$ cat src/design/ppfq_udiv.sv
// Pipelined restoring divider, one quotient bit per stage.
// Caller keeps the quotient below 2**QW.
module ppfq_udiv #(
  parameter int unsigned NW = 16,
  parameter int unsigned DW = 16,
  parameter int unsigned QW = 16,
  parameter int unsigned TW = 1
) (
  input  logic          clk_i,
  input  logic          rst_ni,
  input  logic          valid_i,
  input  logic [NW-1:0] num_i,
  input  logic [DW-1:0] den_i,
  input  logic [TW-1:0] tag_i,
  output logic          valid_o,
  output logic [QW-1:0] quot_o,
  output logic [TW-1:0] tag_o
);

  localparam int unsigned CW = NW + DW + QW;

  logic [QW:0]   v_q;
  logic [NW-1:0] rem_q  [QW];
  logic [DW-1:0] den_q  [QW];
  logic [QW-1:0] quot_q [QW+1];
  logic [TW-1:0] tag_q  [QW+1];

  always_ff @(posedge clk_i or negedge rst_ni) begin
    if (!rst_ni) begin
      v_q <= '0;
    end else begin
      v_q <= {v_q[QW-1:0], valid_i};
    end
  end

  always_ff @(posedge clk_i) begin
    rem_q[0]  <= num_i;
    den_q[0]  <= den_i;
    quot_q[0] <= '0;
    tag_q[0]  <= tag_i;
  end

  for (genvar s = 0; s < QW; s++) begin : g_stage
    localparam int unsigned Bit = QW - 1 - s;
    logic [CW-1:0] trial;
    logic          ge;
    logic [NW-1:0] rem_d;
    logic [QW-1:0] quot_d;

    assign trial  = CW'(den_q[s]) << Bit;
    assign ge     = CW'(rem_q[s]) >= trial;
    assign rem_d  = ge ? NW'(CW'(rem_q[s]) - trial) : rem_q[s];
    assign quot_d = quot_q[s] | (QW'(ge) << Bit);

    always_ff @(posedge clk_i) begin
      quot_q[s+1] <= quot_d;
      tag_q[s+1]  <= tag_q[s];
    end

    if (s < QW - 1) begin : g_carry
      always_ff @(posedge clk_i) begin
        rem_q[s+1] <= rem_d;
        den_q[s+1] <= den_q[s];
      end
    end
  end

  assign valid_o = v_q[QW];
  assign quot_o  = quot_q[QW];
  assign tag_o   = tag_q[QW];

endmodule

$ cat config.mk
export PLATFORM = sky130hd
export DESIGN_NAME = ppfq_udiv
export DESIGN_NICKNAME = d
export VERILOG_FILES = /design/src/design/ppfq_udiv.sv
export SDC_FILE = /design/constraint.sdc
export NUM_CORES = 1
export LEC_CHECK = 0
export ABC_AREA = 0
export BUFFER_PORTS_ARGS = -buffer_cell sky130_fd_sc_hd__buf_2
export CELL_PAD_IN_SITES_DETAIL_PLACEMENT = 1
export CELL_PAD_IN_SITES_GLOBAL_PLACEMENT = 1
export CORE_ASPECT_RATIO = 0.8
export CORE_MARGIN = 4
export CORE_UTILIZATION = 50
export DETAILED_ROUTE_END_ITERATION = 8
export GPL_ROUTABILITY_DRIVEN = 0
export GPL_TIMING_DRIVEN = 0
export HOLD_SLACK_MARGIN = 0.03
export PLACE_DENSITY_LB_ADDON = 0.1
export SLEW_MARGIN = 30
export SYNTH_ARGS = -nofsm -noshare
export SYNTH_HDL_FRONTEND = slang
export SYNTH_SLANG_ARGS = --single-unit
$ cat constraint.sdc
create_clock -name clk_i -period 4 [get_ports clk_i]
set_clock_uncertainty 0.2 [all_clocks]
set_input_delay 0.4 -clock clk_i [delete_from_list [all_inputs] [get_ports clk_i]]
set_output_delay 0.4 -clock clk_i [all_outputs]
set_load 0.05 [all_outputs]
==> impl_metrics.tcl <==
set metrics [dict create \
    clockRootBuffer "clkbuf_16" \
    critPathKind "flip-flop to flip-flop" \
    relSlewSlack 0.420 \
    die_y_um 193 \
    cp_top_family "compound AO/OA/AOI/OAI gates" \
    setup_viol 0 \
    worstPathCellList "inv_1 > ha_1 > inv_1 > fa_1 > a211oi_1 > o211ai_1 > nand2_1 > a31oi_1 > o21ai_0 > clkbuf_1 > clkbuf_1 > o21ai_0" \
    synthCells 1776 \
    netlist.area_leader.share 0.621 \
    core.rowCount 67 \
    cts_tree "done" \
    ant_nets 0 \
    cap_violations 0 \
    grt_max_degree 19 \
    regArea_um2 13700 \
    timing.rr.end "rem_q[11][5]" \
    critPathBufInv 4 \
    core_area_um2 42200 \
    synth.most_common_cell "dfxtp_1" \
    final_area_um2 25000 \
    crit_required_ns 4.24 \
    hold_path.class "flip-flop to flip-flop" \
    crit_start "rem_q[10][5]" \
    die_w_um 240 \
    rsz0062_at_grt "false" \
    cts_made_buffers 60 \
    worstSkewPairLatency_ns 0.63 \
    syn_area_per_cell_um2 12.1 \
    arrival_ns 3.85 \
    synth_area_leaders "dfxtp_1 (62%), ha_1 (7.9%), inv_1 (3.1%)" \
    finalPower_mw 15.2 \
    r2r_slack_ns 0.40 \
    vias_per_cell 5.09 \
    worst_setup_hold_path_clk_slew_ns 0.07 \
    post-route-min-period_ns 3.60 \
    critPathCapture "rem_q[11][5]" \
    synth-edff-count 0 \
    synth_nets 1962 \
    drt_iter0_drc 570 \
    drive_gt1_frac 0.122 \
    reg2reg_from "rem_q[10][5]" \
    synth_ff_type "dfxtp_1" \
    critPathLaunchType "flip-flop" \
    hpwlAfterDp_mm 32.5 \
    syn_area_um2 21400 \
    min_period_over_period 0.901 \
    synthArstFlopShare 0.0249 \
    reg2reg_depth 12 \
    ys_top_cells_by_count "dfxtp_1 (665), inv_1 (177), ha_1 (136), nand2_1 (87), o21ai_0 (84)" \
    cts_sinks 682 \
    critPathMaxStageDelay_ns 0.49 \
    first_pass_iters 4 \
    yosysTopAreaCell "dfxtp_1" \
    cpMaxStageDelayCell "clkbuf_1" \
    synthDistinctLibCells 65 \
    overflow 0 \
    endpoint_kind "flip-flop" \
    finalMaxSlewViolations 0 \
    yosysSeqAreaShare 0.640 \
    setup_tns_ns 0 \
    n_fill_cell 4249 \
    fmax_ghz 0.277 \
    post_drt_wl_per_cell_um 18.8 \
    num_vias 12900 \
    ys_ff_latch 682 \
    route.detailed.drc 0 \
    grt_antenna_before_repair 0 \
    antenna_cells 0 \
    critical_path.max_fanout 10 \
    clk_path_buf_depth 3 \
    placed_cell_area_um2 22400 \
    multi_input_area_um2 6970 \
    htree_levels 2 \
    die_area_um2 46300 \
    worst_slew_pin_slew_ns 0.869 \
    grt_pass1_vias 14300 \
    grt_pass1_wl_mm 76.8 \
    grt.total_usage 0.207 \
    area_delta_synth_final_pct 16.6 \
    ys_warn_count 0 \
    p_per_area_nw_per_um2 608 \
    crit_cells 12 \
    vdd_drop_max_uv 410 \
    initial_utilization 0.509 \
    final_nets 2113 \
    port-buffer-count 53 \
    p_leak_nw 11.1 \
    io_pins 54 \
    finalWirelength_mm 47.7 \
    status "finished, final reports clean" \
    finalHoldViolCount 0 \
]
stage by stage:
stage,setup slack [ns],hold slack [ns],instances,utilization
5_1_grt,0.0345,0.126,2531,0.593
3_3_place_gp,0.423,0.110,2381,0.531
6_report,0.396,0.117,2531,0.593
4_1_cts,0.426,0.121,2531,0.593
2_1_floorplan,1.13,-0.0956,1776,-
3_5_place_dp,0.448,0.113,2381,0.531
state kept, by name, summed over array words and instances (netlist names):
register / count
rem_q: 256
den_q: 256
v_q: 17
tag_q: 17
quot_q: 136
layout make-up:
class,count,share of cell area
clock inverters,36,0.0226
flip-flops and latches,682,0.549
inverters,177,0.0266
repair buffers,89,0.0250
multi-input cells,902,0.279
well taps,552,0.0276
plain buffers,15,0.00290
clock buffers,78,0.0675
where the power goes:
group          internal, mW  total [mW]  switching [mW]  leakage, nW
logic                 0.625        1.44           0.814         4.29
clock network          3.78        6.38            2.60         1.11
registers              7.17        7.39           0.220         5.76
worst register-to-register path: stages (launching register included):
cell and delay (ns):
dfxtp_1 0.34, inv_1 0.07, ha_1 0.17, inv_1 0.07, fa_1 0.42, a211oi_1 0.38, o211ai_1 0.18, nand2_1 0.14
a31oi_1 0.10, o21ai_0 0.25, clkbuf_1 0.44, clkbuf_1 0.49, o21ai_0 0.21
metal layers:
| layer | wire (um) | track usage |
|---|---|---|
| met2 | 23800 | 0.365 |
| met3 | 1370 | 0.0326 |
| met1 | 21400 | 0.262 |
| met4 | 1020 | 0.0587 |
| met5 | 0 | 0 |
logic make-up after synthesis:
kind of cell,after synthesis,share of synthesized area
fa+ha+maj,150,0.0924
xor+xnor,75,0.0306
compound gates,277,0.0828
flops,682,0.640
simple gates,322,0.0780
buf+inv,192,0.0344
mux,78,0.0413
cell usage in the layout (no fill, tap or decap), types with 10 or more instances in the layout:
master / n
bufinv_16: 12
xor2_1: 29
clkinv_2: 13
xnor2_1: 46
nand4_1: 20
o21a_1: 12
mux2_2: 52
a21o_1: 23
a21oi_1: 76
clkbuf_1: 15
inv_1: 177
nor4_1: 45
ha_1: 136
buf_2: 57
fa_1: 14
nor2b_1: 23
dfxtp_1: 665
mux2i_1: 18
o21ai_0: 84
nor2_1: 56
nand3_1: 14
clkbuf_16: 60
nor3_1: 19
clkbuf_8: 12
nand2b_1: 25
dlygate4sd3_1: 36
nand2_1: 87
dfrtp_1: 17
o31ai_1: 10
worst min path at each step:
stage,startpoint,slack [ns],endpoint,cells past startpoint
floorplan,rst_ni,-0.1,v_q[0],0
global placement,tag_q[0][3],0.11,tag_q[0][4],0
CTS,den_q[5][26],0.12,den_q[6][10],0
finish,den_q[5][26],0.12,den_q[6][10],0
detailed placement,quot_q[5][13],0.11,quot_q[6][13],0
global route,den_q[5][26],0.13,den_q[6][10],0
what timing repair did:
item                                   CTS  global route
hold buffers                            36             0
endpoints found under the hold margin   51             0
setup buffers                            0             0
resized for setup                        0             0
No activity file was read; power rests on OpenSTA's default activity.
