File: src/design/ppfq_isqrt.sv
// Pipelined floor square root, one root bit per stage.
module ppfq_isqrt #(
  parameter int unsigned XW = 50,
  parameter int unsigned TW = 1
) (
  input  logic               clk_i,
  input  logic               rst_ni,
  input  logic               valid_i,
  input  logic [XW-1:0]      x_i,
  input  logic [TW-1:0]      tag_i,
  output logic               valid_o,
  output logic [XW/2-1:0]    root_o,
  output logic [TW-1:0]      tag_o
);

  localparam int unsigned RW = XW / 2;
  localparam int unsigned AW = XW + 1;

  logic [RW:0]   v_q;
  logic [XW-1:0] rem_q  [RW];
  logic [RW-1:0] root_q [RW+1];
  logic [TW-1:0] tag_q  [RW+1];

  always_ff @(posedge clk_i or negedge rst_ni) begin
    if (!rst_ni) begin
      v_q <= '0;
    end else begin
      v_q <= {v_q[RW-1:0], valid_i};
    end
  end

  always_ff @(posedge clk_i) begin
    rem_q[0]  <= x_i;
    root_q[0] <= '0;
    tag_q[0]  <= tag_i;
  end

  // rem holds x - root^2; setting bit i adds (root << (i+1)) + 4**i
  for (genvar s = 0; s < RW; s++) begin : g_stage
    localparam int unsigned Bit = RW - 1 - s;
    logic [AW-1:0] trial;
    logic          ge;
    logic [XW-1:0] rem_d;
    logic [RW-1:0] root_d;

    assign trial  = (AW'(root_q[s]) << (Bit + 1)) + (AW'(1) << (2 * Bit));
    assign ge     = AW'(rem_q[s]) >= trial;
    assign rem_d  = ge ? XW'(AW'(rem_q[s]) - trial) : rem_q[s];
    assign root_d = root_q[s] | (RW'(ge) << Bit);

    always_ff @(posedge clk_i) begin
      root_q[s+1] <= root_d;
      tag_q[s+1]  <= tag_q[s];
    end

    if (s < RW - 1) begin : g_carry
      always_ff @(posedge clk_i) begin
        rem_q[s+1] <= rem_d;
      end
    end
  end

  assign valid_o = v_q[RW];
  assign root_o  = root_q[RW];
  assign tag_o   = tag_q[RW];

endmodule

File: config.mk
export PLATFORM = sky130hd
export DESIGN_NAME = ppfq_isqrt
export DESIGN_NICKNAME = d
export VERILOG_FILES = /design/src/design/ppfq_isqrt.sv
export SDC_FILE = /design/constraint.sdc
export NUM_CORES = 2
export LEC_CHECK = 0
export ABC_CLOCK_PERIOD_IN_PS = 5700
export BUFFER_PORTS_ARGS = -buffer_cell sky130_fd_sc_hd__buf_4
export CORE_ASPECT_RATIO = 0.5
export CORE_MARGIN = 8
export CORE_UTILIZATION = 35
export CTS_CLUSTER_SIZE = 28
export DETAILED_ROUTE_END_ITERATION = 10
export PLACE_DENSITY_LB_ADDON = 0.08
export SLEW_MARGIN = 20
export SYNTH_ARGS = -nofsm -noshare
export SYNTH_HDL_FRONTEND = slang
export SYNTH_SLANG_ARGS = --single-unit
File: constraint.sdc
create_clock -name clk_i -period 5.7 [get_ports clk_i]
set_clock_uncertainty 0.1 [all_clocks]
set_input_delay 0.57 -clock clk_i [delete_from_list [all_inputs] [get_ports clk_i]]
set_output_delay 0.57 -clock clk_i [all_outputs]
set_load 0.01 [all_outputs]
==> flow_results.xml <==
<?xml version="1.0" encoding="UTF-8"?>
<metrics>
  <group name="placed_design">
    <metric name="post-place-cells" unit="">8027</metric>
    <metric name="place.port_buffers" unit="">80</metric>
    <metric name="placement.cell_area" unit="sq um">62400</metric>
    <metric name="hpwlAfterDp" unit="um">104000</metric>
    <metric name="routabilityCongestion" unit="">0.9093</metric>
  </group>
  <group name="timing">
    <metric name="timing.final.crit_share" unit="%">74.92</metric>
    <metric name="fin_tns_setup" unit="ps">0</metric>
    <metric name="hold_slack" unit="ps">148.9</metric>
    <metric name="setup_viol_count_final" unit="">0</metric>
    <metric name="slew_headroom" unit="%">26.64</metric>
    <metric name="final.min_clock_period" unit="ps">4271</metric>
    <metric name="worst-slew-pin-transition" unit="ps">1085</metric>
    <metric name="timing.final.max_slew_violations" unit="">0</metric>
    <metric name="timing.final.hold_violations" unit="">0</metric>
    <metric name="fmaxAchievable" unit="MHz">234.2</metric>
    <metric name="grt_setup_unrepaired" unit="">false</metric>
  </group>
  <group name="logic_synthesis">
    <metric name="synth_top_family_by_area" unit="">simple AND/OR/NAND/NOR gates</metric>
    <metric name="post_synth_inst_count" unit="">5751</metric>
    <metric name="postSynthRegisterBits" unit="">1627</metric>
    <metric name="netlist-cell-type-count" unit="">93</metric>
    <metric name="synth_flop_cell" unit="">sky130_fd_sc_hd__dfxtp_1</metric>
    <metric name="synthSimpleGateAreaFrac" unit="%">14.67</metric>
    <metric name="synth-compound-area-share" unit="%">10.65</metric>
    <metric name="postSynthAreaPerCell" unit="sq um">10.28</metric>
    <metric name="synth_area" unit="sq um">59110</metric>
    <metric name="postSynthNetCount" unit="">6151</metric>
    <metric name="synthArstFlopShare" unit="%">1.598</metric>
    <metric name="ys_seq_area_share" unit="%">55.32</metric>
    <metric name="synth.mux.area_fraction" unit="%">1.221</metric>
    <metric name="post_synth_xor_area_fraction" unit="%">7.483</metric>
    <metric name="synthesized_area_fraction_occupied_by_adder_cells" unit="%">7.324</metric>
    <metric name="yosysWarningCount" unit="">0</metric>
    <metric name="synth_edf_count" unit="">0</metric>
  </group>
  <group name="die">
    <metric name="die_h" unit="um">306.6</metric>
    <metric name="die_area" unit="sq um">183100</metric>
    <metric name="floorplan.rows" unit="">106</metric>
    <metric name="initial_utilization" unit="%">35.31</metric>
    <metric name="core_area" unit="sq um">167400</metric>
    <metric name="io_pins" unit="">81</metric>
    <metric name="die_w" unit="um">597.2</metric>
  </group>
  <group name="setup_path">
    <metric name="worstPathArrival" unit="ps">4800</metric>
    <metric name="critical_path_required" unit="ps">6230</metric>
    <metric name="worst_setup_path_startpoint" unit="">rem_q[1][161]$_DFF_P_</metric>
    <metric name="timing.critical_path.cells" unit="">inv_1, ha_1, nor4b_1, nand4_1, nor4_1, or4b_1, a31o_2, nand4b_1, or2_1, or4_1, xnor2_1</metric>
    <metric name="crit_slowest_cell" unit="">sky130_fd_sc_hd__nor4b_1</metric>
    <metric name="crit_path_start_kind" unit="">flip-flop</metric>
    <metric name="worstReg2RegStart" unit="">rem_q[1][161]$_DFF_P_</metric>
    <metric name="path_max_fanout" unit="">38</metric>
    <metric name="criticalPathCategory" unit="">flip-flop to flip-flop</metric>
    <metric name="r2r_setup_slack" unit="ps">1430</metric>
    <metric name="worst_path_largest_cell_delay" unit="ps">870</metric>
    <metric name="worstSetupEndpointType" unit="">flip-flop</metric>
  </group>
  <group name="routing">
    <metric name="wl_per_cell" unit="um">16.00</metric>
    <metric name="vias" unit="">39300</metric>
    <metric name="met1Wirelength" unit="um">56430</metric>
    <metric name="dr.pass1.iters" unit="">7</metric>
    <metric name="totalWireLength" unit="um">133700</metric>
    <metric name="topRoutingLayerUsed" unit="">met4</metric>
    <metric name="route.detailed.drc" unit="">0</metric>
    <metric name="drtAntennaViolNets" unit="">0</metric>
    <metric name="wl_met2" unit="um">65590</metric>
    <metric name="routed_via_density" unit="">4.704</metric>
    <metric name="drt_first_iter_violations" unit="">1799</metric>
    <metric name="met3WireLength" unit="um">4763</metric>
  </group>
  <group name="global_routing">
    <metric name="grt_first_pass_wirelength" unit="um">215800</metric>
    <metric name="number_of_global_route_vias_before_repair" unit="">41270</metric>
    <metric name="initial_antenna_violation_count" unit="">0</metric>
    <metric name="total_gr_overflow" unit="">0</metric>
    <metric name="pin_count_of_the_biggest_net_entering_global_routing" unit="">47</metric>
    <metric name="grt_usage" unit="%">14.31</metric>
  </group>
  <group name="clocking">
    <metric name="root_buffer" unit="">sky130_fd_sc_hd__clkbuf_16</metric>
    <metric name="h-tree-depth" unit="">4</metric>
    <metric name="number_of_buffers_inserted_during_clock_tree_synthesis" unit="">160</metric>
    <metric name="worst_setup_hold_path_clk_slew" unit="ps">70</metric>
    <metric name="ctsLongestPathBuffers" unit="">4</metric>
    <metric name="clock-sinks" unit="">1627</metric>
    <metric name="tritoncts_clock_tree" unit="">built</metric>
    <metric name="ctsResizeCount" unit="">0</metric>
    <metric name="insertion_delay" unit="ps">820</metric>
  </group>
  <group name="cells_and_area">
    <metric name="drive_above_1_share" unit="%">7.656</metric>
    <metric name="most_common_cell_after_layout_fill_and_taps_aside" unit="">sky130_fd_sc_hd__dfxtp_1</metric>
    <metric name="insertedDiodeCount" unit="">0</metric>
    <metric name="layout-area-overhead-vs-synth" unit="%">15.39</metric>
    <metric name="layout.nets" unit="">6374</metric>
    <metric name="final_design_area_no_fill" unit="sq um">68210</metric>
    <metric name="final_non_filler_cells" unit="">8355</metric>
    <metric name="mostFrequentLayoutCells" unit="">sky130_fd_sc_hd__dfxtp_1 (1601), sky130_fd_sc_hd__inv_1 (420), sky130_fd_sc_hd__nor2_1 (377), sky130_fd_sc_hd__nand2_1 (356), sky130_fd_sc_hd__ha_1 (346)</metric>
  </group>
  <group name="job">
    <metric name="max_cap_viol_count" unit="">0</metric>
  </group>
  <group name="power">
    <metric name="power_density" unit="nW/um^2">508.0</metric>
    <metric name="static-leakage-power" unit="uW">0.03055</metric>
    <metric name="vdd_drop_max" unit="uV">246.8</metric>
  </group>
  <group name="outcome">
    <metric name="outcome" unit="">finished clean</metric>
  </group>
  <group name="hold_path">
    <metric name="holdCritPathClass" unit="">input port to asynchronous set/reset pin</metric>
  </group>
</metrics>
## final timing paths
path / to / depth (start not counted)
hold reg to reg: rem_q[0][87]$_DFF_P_ / 0
max in group asynchronous: v_q[22]$_DFF_PN0_ / 2
setup / recovery: rem_q[1][243]$_DFF_P_ / 11
hold / removal: v_q[2]$_DFF_PN0_ / 2
min in group clk_i: rem_q[0][87]$_DFF_P_ / 0
setup reg to reg: rem_q[1][243]$_DFF_P_ / 11
## cell usage after synthesis, types with 17 or more instances
master	n	area share (%)
sky130_fd_sc_hd__mux2_2	46	0.88
sky130_fd_sc_hd__a21oi_1	334	2.8
sky130_fd_sc_hd__ha_1	346	7.3
sky130_fd_sc_hd__nor4_1	186	2.0
sky130_fd_sc_hd__and2_1	20	0.21
sky130_fd_sc_hd__xnor2_1	273	4.0
sky130_fd_sc_hd__nand4_1	89	0.94
sky130_fd_sc_hd__nand2_1	356	2.3
sky130_fd_sc_hd__o21ai_0	238	2.0
sky130_fd_sc_hd__a31oi_1	25	0.26
sky130_fd_sc_hd__nor2b_1	57	0.60
sky130_fd_sc_hd__o21a_1	68	0.86
sky130_fd_sc_hd__o211ai_1	18	0.23
sky130_fd_sc_hd__inv_1	420	2.7
sky130_fd_sc_hd__a21o_1	119	1.5
sky130_fd_sc_hd__a211oi_1	23	0.29
sky130_fd_sc_hd__nor4b_1	20	0.30
sky130_fd_sc_hd__and3_1	18	0.19
sky130_fd_sc_hd__or3_1	74	0.78
sky130_fd_sc_hd__nand3_1	76	0.64
sky130_fd_sc_hd__nand2b_1	91	0.96
sky130_fd_sc_hd__clkbuf_1	81	0.51
sky130_fd_sc_hd__a21boi_0	18	0.23
sky130_fd_sc_hd__or4_1	36	0.46
sky130_fd_sc_hd__or2_2	25	0.26
sky130_fd_sc_hd__xor2_1	232	3.4
sky130_fd_sc_hd__nor3_1	171	1.4
sky130_fd_sc_hd__mux2i_1	17	0.29
sky130_fd_sc_hd__o31ai_1	33	0.42
sky130_fd_sc_hd__nor2_1	378	2.4
sky130_fd_sc_hd__nand3b_1	18	0.23
sky130_fd_sc_hd__o21bai_1	19	0.24
sky130_fd_sc_hd__dfxtp_1	1601	54
sky130_fd_sc_hd__dfrtp_1	26	1.1
## per-layer routing
metal | up-vias | GRT usage [%]
met4 | 0 | 6.763
met2 | 706 | 26.59
met1 | 17890 | 15.79
met5 | - | 0
li1 | 20360 | -
met3 | 341 | 2.595
## flip-flops by register name, indices dropped and copies added (netlist names)
name and flops:
rem_q 1250, v_q 26, tag_q 26, root_q 325
## what timing repair did
| item | 4_1_cts | 5_1_grt |
|---|---|---|
| setup buffers | 0 | 0 |
| hold buffers | 53 | 0 |
| hold endpoints to repair | 78 | 0 |
## area by class of cell
type                       instances  area, sq um
fill                           16080        99170
sequential                      1627        32700
multi-input combinational       3607        24520
clock buffer                     222         4598
tap                             2268         2838
inverter                         423         1590
timing repair buffer             155         1296
clock inverter                    53        661.9
## critical path, delay by kind of cell, from the launching register on
family                   cells  cell delay (ps)
AO/OA/AOI/OAI                1              660
XOR/XNOR                     1              140
adder cells (fa/ha/maj)      1              140
buffers and inverters        1               80
flip-flops                   1              330
AND/OR/NAND/NOR              7             2680
## cell families (layout without fill, tap and decap cells)
logic type	Yosys count	count (layout)
flops	1627	1627
mux	66	66
xor+xnor	505	505
simple gates	1681	1681
compound gates	1009	1009
buf+inv	517	853
fa+ha+maj	346	346
## per-stage QoR
step / power (uW) / worst slack (ps) / utilization [%]
floorplan: 21820 / 2414 / -
global placement: 24160 / 1352 / 37.27
detailed placement: 24290 / 1424 / 37.28
CTS: 35100 / 1375 / 40.74
global route: 36910 / 1222 / 40.75
finish: 34650 / 1429 / 40.75
## where the power goes
group	switching [uW]	leakage (uW)	total (uW)	internal, uW
clock	4410	0.00258	10600	6190
sequential	1850	0.0137	15700	13900
combinational	4540	0.0142	8320	3790
Power figures use the tool's default switching activity.
